## src/design/epwd_pkg.sv

```systemverilog
`timescale 1ns / 1ps
// Package for the echo pulse width distance core.
// Shared widths, constants and the per-request event record. No dependencies.
package epwd_pkg;

   localparam int COUNT_BITS    = 16;
   localparam int OVERFLOW_BITS = 6;
   localparam int CAPTURE_W     = 16;
   localparam int TICKS_W       = OVERFLOW_BITS + COUNT_BITS;
   localparam int SCALE_W       = 10;
   localparam int PROD_W        = TICKS_W + SCALE_W;
   localparam int DIST_W        = 23;

   // floor(p / 1000) == (p * RECIP) >> RECIP_SHIFT for every 32-bit p
   localparam int RECIP_W     = 29;
   localparam int RECIP_SHIFT = 38;
   localparam logic [RECIP_W-1:0] RECIP = 29'h10624DD3;

   localparam logic [SCALE_W-1:0] SCALE_RESET = 10'd170;
   localparam logic [OVERFLOW_BITS-1:0] OVF_MAX = {OVERFLOW_BITS{1'b1}};

   typedef struct packed {
      logic               done_res;
      logic               timeout;
      logic [TICKS_W-1:0] pulse_ticks;
      logic               clear_counter;
      logic               capture_falling;
   } evt_type;

endpackage

```

## src/design/epwd_track.sv

```systemverilog
`timescale 1ns / 1ps
// Echo edge tracker: armed flag, overflow counter and per-request event record.
// Depends on epwd_pkg.
module epwd_track (
   input  logic                          clock,
   input  logic                          reset,
   input  logic                          accept,
   input  logic                          counter_overflow,
   input  logic                          edge_captured,
   input  logic [epwd_pkg::CAPTURE_W-1:0] capture_value,
   output epwd_pkg::evt_type             evt
);
   import epwd_pkg::*;

   logic                     armed_ff, armed_in;
   logic [OVERFLOW_BITS-1:0] ovf_cnt_ff, ovf_cnt_in;

   always_comb begin
      logic edge_v;
      edge_v     = edge_captured;
      armed_in   = armed_ff;
      ovf_cnt_in = ovf_cnt_ff;
      evt        = '0;

      if (counter_overflow && armed_ff) begin
         if (ovf_cnt_ff == OVF_MAX) begin
            evt.timeout = 1'b1;
            armed_in    = 1'b0;
            ovf_cnt_in  = '0;
            edge_v      = 1'b0;
         end else begin
            ovf_cnt_in = ovf_cnt_ff + OVERFLOW_BITS'(1);
         end
      end

      if (edge_v) begin
         if (armed_in) begin
            evt.pulse_ticks = {ovf_cnt_in, capture_value[COUNT_BITS-1:0]};
            evt.done_res    = 1'b1;
            armed_in        = 1'b0;
            ovf_cnt_in      = '0;
         end else begin
            armed_in          = 1'b1;
            ovf_cnt_in        = '0;
            evt.clear_counter = 1'b1;
         end
      end

      evt.capture_falling = armed_in;
   end

   always_ff @(posedge clock) begin
      if (reset) begin
         armed_ff   <= 1'b0;
         ovf_cnt_ff <= '0;
      end else if (accept) begin
         armed_ff   <= armed_in;
         ovf_cnt_ff <= ovf_cnt_in;
      end
   end

`ifndef NO_ASSERTIONS
   a_idle_count_zero: assert property (@(posedge clock) disable iff (reset)
      !armed_ff |-> ovf_cnt_ff == '0)
      else $error("overflow count nonzero while idle");

   a_done_xor_timeout: assert property (@(posedge clock) disable iff (reset)
      !(evt.done_res && evt.timeout))
      else $error("done and timeout on the same request");

   a_arm_selects_falling: assert property (@(posedge clock) disable iff (reset)
      accept && evt.clear_counter |=> armed_ff)
      else $error("arming request did not arm");
`endif

endmodule

```

## src/design/epwd_dist.sv

```systemverilog
`timescale 1ns / 1ps
// Distance pipeline: ticks * scale, then divide by 1000 via reciprocal multiply.
// Two registered stages with valid/ready. Depends on epwd_pkg.
module epwd_dist (
   input  logic                        clock,
   input  logic                        reset,
   input  logic                        in_valid,
   output logic                        in_ready,
   input  epwd_pkg::evt_type           in_evt,
   input  logic [epwd_pkg::SCALE_W-1:0] scale,
   output logic                        out_valid,
   input  logic                        out_ready,
   output epwd_pkg::evt_type           out_evt,
   output logic [epwd_pkg::DIST_W-1:0] out_dist
);
   import epwd_pkg::*;

   logic                  s1_valid_ff;
   evt_type               s1_evt_ff;
   logic [PROD_W-1:0]     s1_prod_ff, s1_prod_in;
   logic                  s2_valid_ff;
   evt_type               s2_evt_ff;
   logic [DIST_W-1:0]     s2_dist_ff, s2_dist_in;
   logic [PROD_W+RECIP_W-1:0] recip_prod;
   logic                  s2_ready, s1_load, s2_load;

   assign s2_ready = !s2_valid_ff || out_ready;
   assign in_ready = !s1_valid_ff || s2_ready;
   assign s1_load  = in_valid && in_ready;
   assign s2_load  = s1_valid_ff && s2_ready;

   assign s1_prod_in = {{SCALE_W{1'b0}}, in_evt.pulse_ticks} * {{TICKS_W{1'b0}}, scale};
   assign recip_prod = {{RECIP_W{1'b0}}, s1_prod_ff} * {{PROD_W{1'b0}}, RECIP};
   assign s2_dist_in = recip_prod[RECIP_SHIFT +: DIST_W];

   always_ff @(posedge clock) begin
      if (reset) begin
         s1_valid_ff <= 1'b0;
         s2_valid_ff <= 1'b0;
      end else begin
         if (in_ready) begin
            s1_valid_ff <= in_valid;
         end
         if (s2_ready) begin
            s2_valid_ff <= s1_valid_ff;
         end
      end
   end

   always_ff @(posedge clock) begin
      if (s1_load) begin
         s1_evt_ff  <= in_evt;
         s1_prod_ff <= s1_prod_in;
      end
      if (s2_load) begin
         s2_evt_ff  <= s1_evt_ff;
         s2_dist_ff <= s2_dist_in;
      end
   end

   assign out_valid = s2_valid_ff;
   assign out_evt   = s2_evt_ff;
   assign out_dist  = s2_dist_ff;

`ifndef NO_ASSERTIONS
   a_no_dist_without_done: assert property (@(posedge clock) disable iff (reset)
      out_valid && !out_evt.done_res |-> out_dist == '0)
      else $error("distance without a measured pulse");

   a_stage1_held: assert property (@(posedge clock) disable iff (reset)
      s1_valid_ff && !s2_ready |=> s1_valid_ff && $stable(s1_prod_ff))
      else $error("stage 1 lost while stalled");
`endif

endmodule

```

## src/design/echo_pulse_width_distance_core.sv

```systemverilog
`timescale 1ns / 1ps
// Echo pulse width distance core: top level with the speed scale register.
// Depends on epwd_pkg, epwd_track and epwd_dist.
//
// Usage:
//   Each request is one timer event (overflow flag, capture flag, 16-bit
//   captured count) on the req_ valid/ready channel. Every request yields
//   exactly one response on the rsp_ channel: done/timeout flags, pulse
//   length in ticks, distance in mm, a counter clear strobe and the edge
//   polarity to capture next.
//   The csr_ port writes speed_scale (mm per thousand ticks);
//   write it only while no request is in flight.
//   Throughput: one request per cycle while rsp_ready is high; the
//   armed/overflow state updates in the accept cycle, ticks * scale is
//   registered, then the divide by 1000 is a reciprocal multiply into the
//   response register.
//   Reset clears the armed state, overflow count and pipeline valids and
//   loads speed_scale with 170.
//   When rsp_ready is low the two pipeline stages fill and req_ready drops
//   once both hold a request; nothing is lost or repeated.
module echo_pulse_width_distance_core (
   input  logic                          clock,
   input  logic                          reset,
   input  logic                          req_valid,
   output logic                          req_ready,
   input  logic                          req_counter_overflow,
   input  logic                          req_edge_captured,
   input  logic [epwd_pkg::CAPTURE_W-1:0] req_capture_value,
   output logic                          rsp_valid,
   input  logic                          rsp_ready,
   output logic                          rsp_done_res,
   output logic                          rsp_timeout,
   output logic [epwd_pkg::TICKS_W-1:0]  rsp_pulse_ticks,
   output logic [epwd_pkg::DIST_W-1:0]   rsp_distance_mm,
   output logic                          rsp_clear_counter,
   output logic                          rsp_capture_falling,
   input  logic                          csr_wr_en,
   input  logic [epwd_pkg::SCALE_W-1:0]  csr_wr_data
);
   import epwd_pkg::*;

   logic [SCALE_W-1:0] scale_ff;
   logic               accept;
   evt_type            evt;
   evt_type            rsp_evt;

   always_ff @(posedge clock) begin
      if (reset) begin
         scale_ff <= SCALE_RESET;
      end else if (csr_wr_en) begin
         scale_ff <= csr_wr_data;
      end
   end

   assign accept = req_valid && req_ready;

   epwd_track u_track (
      .clock            (clock),
      .reset            (reset),
      .accept           (accept),
      .counter_overflow (req_counter_overflow),
      .edge_captured    (req_edge_captured),
      .capture_value    (req_capture_value),
      .evt              (evt)
   );

   epwd_dist u_dist (
      .clock     (clock),
      .reset     (reset),
      .in_valid  (req_valid),
      .in_ready  (req_ready),
      .in_evt    (evt),
      .scale     (scale_ff),
      .out_valid (rsp_valid),
      .out_ready (rsp_ready),
      .out_evt   (rsp_evt),
      .out_dist  (rsp_distance_mm)
   );

   assign rsp_done_res        = rsp_evt.done_res;
   assign rsp_timeout         = rsp_evt.timeout;
   assign rsp_pulse_ticks     = rsp_evt.pulse_ticks;
   assign rsp_clear_counter   = rsp_evt.clear_counter;
   assign rsp_capture_falling = rsp_evt.capture_falling;

endmodule
```

## config.mk

```make
export PLATFORM = sky130hd
export DESIGN_NAME = echo_pulse_width_distance_core
export DESIGN_NICKNAME = d
export VERILOG_FILES = /design/src/design/epwd_pkg.sv /design/src/design/epwd_track.sv /design/src/design/epwd_dist.sv /design/src/design/echo_pulse_width_distance_core.sv
export SDC_FILE = /design/constraint.sdc
export NUM_CORES = 2
export LEC_CHECK = 0
export BUFFER_PORTS_ARGS = -buffer_cell sky130_fd_sc_hd__clkbuf_2
export CAP_MARGIN = 10
export CORE_UTILIZATION = 52
export DETAILED_ROUTE_END_ITERATION = 16
export PLACE_DENSITY = 0.72
export SYNTH_ARGS = -nofsm -noshare
export SYNTH_HDL_FRONTEND = slang
export SYNTH_SLANG_ARGS = --single-unit
```

## constraint.sdc

```tcl
create_clock -name clock -period 11.8 [get_ports clock]
set_clock_uncertainty 0.15 [all_clocks]
set_input_delay 2.36 -clock clock [delete_from_list [all_inputs] [get_ports clock]]
set_output_delay 2.36 -clock clock [all_outputs]
set_load 0.02 [all_outputs]
```

==> impl_metrics.ini <==
[run_status]
run_status = finished clean

[worst_setup_path]
slowest_delay_ns = 0.76
crit_slowest_cell = inv_2
worst-endpoint-required_ns = 11.86
criticalPathCategory = input port to flip-flop
cp-start-kind = input port
end_kind = flip-flop
path_buf_inv = 6
cpMostUsedCell = fa_1
crit_fanout = 76
arrival_ns = 9.66
crit_family = adder cells

[place]
routabilityCongestion = 0.978
buffer_ports.inserted = 83
place_hpwl_mm = 48.1

[clock_network]
cts_tree = built
clock_latency_ns = 0.47
hold_buffers = 0
cts_max_level = 4
clockBufferDepth = 2
clk_pin_slew_ns = 0.06
root_buffer = clkbuf_16
clock-sinks = 126
cts_setup_buffers = 0
cts_resized = 0
cts_made_buffers = 17

[grt]
grt_pass1_vias = 18437
use_met1_pct = 32.0
use_met2_pct = 41.5
grtUsageMet3_pct = 2.28
grt_usage_pct = 24.3
top_usage_layer = met2
grt-ovfl-total = 0
antenna_found_initial = 0
grt_start_max_net_pins = 77
grt_pass1_wl_mm = 94.4

[synthesis]
synth_enable_flop_cells = 107
synth_top_family_by_area = adder cells
yosys_warnings = 0
synth.avg_cell_area_um2 = 10.1
synth-simple-area-share_pct = 8.42
synth_adder_area_share_pct = 58.1
synth_compound_area_share_pct = 6.04
synth_nets = 3476
synth_xor_area_share_pct = 1.85
synth_seq_cells = 126
ys_types = 63
synthMuxAreaShare_pct = 0.235
netlist_area_um2 = 25500
async_reset_ff_share_pct = 0
synth_flop_cell = edfxtp_1
syn_inst = 2531
ys_seq_area_share_pct = 14.1

[detailed_routing]
drt_iter0_markers = 1008
dr.pass1.iters = 5
drc_errors = 0
antenna_left = 0
routed_wl_mm = 57.7
wl_per_cell_um = 18.0
via_per_inst = 5.40
vias = 17318

[timing]
rsz0062_at_grt = no
hold_violations = 0
setup_tns_ns = 0
timing.final.crit_share_pct = 81.3
worst_slew_pin_slew_ns = 1.05
drv_slew = 0
slew_headroom_pct = 30.0
setup_viol = 0
min_period_ns = 9.60
max_freq_mhz = 104

[floorplan]
dieArea_um2 = 50000
die_h_um = 224
start_util_pct = 53.1
die_x_um = 224
rows = 80
io_pins = 84
core_area_um2 = 48000

[finish]
diodes = 0
ff_latch_area_um2 = 3590
n_fill_cell = 4149
drive_above_1_share_pct = 5.17
final_common_cell = inv_1
area_growth_pct = 6.06
fin_nets = 3525
multi_input_area_um2 = 19100
final_cell_mix = 704 x inv_1, 456 x fa_1, 456 x ha_1, 164 x nand2_1, 107 x edfxtp_1

[min_path]
min_path_type = flip-flop to flip-flop

[run]
max-cap-violations = 0
[cell families (layout without fill, tap and decap cells)]
family | after synthesis | in the layout
adder cells (fa/ha/maj) | 912 | 912
buffers and inverters | 765 | 826
AND/OR/NAND/NOR | 437 | 437
AO/OA/AOI/OAI | 231 | 231
flip-flops | 126 | 126
XOR/XNOR | 54 | 54
multiplexers | 6 | 6
[final timing paths]
check / to / from / depth (start not counted) / slack, ns
hold reg to reg: u_dist.out_evt[1] / u_dist.s1_evt_ff[1] / 0 / 0.27
setup / recovery: u_dist.s1_prod_ff[30] / req_counter_overflow / 28 / 2.20
hold / removal: u_dist.out_evt[1] / u_dist.s1_evt_ff[1] / 0 / 0.27
setup reg to reg: u_dist.s1_prod_ff[30] / u_track.ovf_cnt_ff[0] / 28 / 3.65
[routing by layer]
metal | wire (µm) | part of all wire (%)
met1 | 24800 | 43
met3 | 2510 | 4.4
met5 | 0 | 0
met2 | 28700 | 50
met4 | 1730 | 3.0
[synthesized netlist by cell type (all sizes together) (13+ instances only)]
| master | instances | share of area, % |
|---|---|---|
| ha | 456 | 22 |
| xor2 | 22 | 0.75 |
| a21o | 44 | 1.3 |
| o21ai | 44 | 0.91 |
| edfxtp | 107 | 13 |
| fa | 456 | 36 |
| and3 | 101 | 2.5 |
| nor3 | 13 | 0.27 |
| a21oi | 73 | 1.4 |
| dfxtp | 19 | 1.5 |
| nor2 | 69 | 1.0 |
| clkbuf | 56 | 0.82 |
| inv | 706 | 10 |
| xnor2 | 32 | 1.1 |
| nand2 | 164 | 2.4 |
| and2 | 35 | 0.86 |
[registers in the layout, indices dropped and copies added (netlist names)]
signal,cells
scale_ff,10
u_dist.s1_valid_ff,1
u_dist.s1_evt_ff,26
u_track.ovf_cnt_ff,6
u_track.armed_ff,1
u_dist.s1_prod_ff,32
u_dist.out_dist,23
u_dist.out_valid,1
u_dist.out_evt,26
[stage by stage]
stage               setup WS, ns  std cells  hold slack (ns)  instance area [µm²]  utilization, %
global placement            1.91       3176            0.253                26500            55.2
CTS                         2.24       3207            0.272                27100            56.3
floorplan                   2.77       2531            0.250                25500               -
finish                      2.20       3207            0.271                27100            56.3
detailed placement          1.77       3176            0.258                26500            55.2
global route                1.77       3207            0.274                27100            56.3
[worst register-to-register path, delay by kind of cell, from the launching register on]
| family | cells | cell delay, ns |
|---|---|---|
| AO/OA/AOI/OAI | 7 | 1.42 |
| XOR/XNOR | 1 | 0.14 |
| adder cells (fa/ha/maj) | 7 | 2.97 |
| buffers and inverters | 5 | 1.34 |
| flip-flops | 1 | 0.35 |
| AND/OR/NAND/NOR | 8 | 1.54 |
[area by class of cell]
class | instances | area share [%]
Multi-Input combinational cell | 1640 | 70.4
Sequential cell | 126 | 13.3
Inverter | 706 | 9.79
Tap cell | 615 | 2.84
Timing Repair Buffer | 89 | 1.70
Clock buffer | 18 | 1.59
Clock inverter | 13 | 0.374
Power is left out: the tool's default activity adds up to more than one toggle a clock period on the data nets, which glitch-free logic cannot reach.
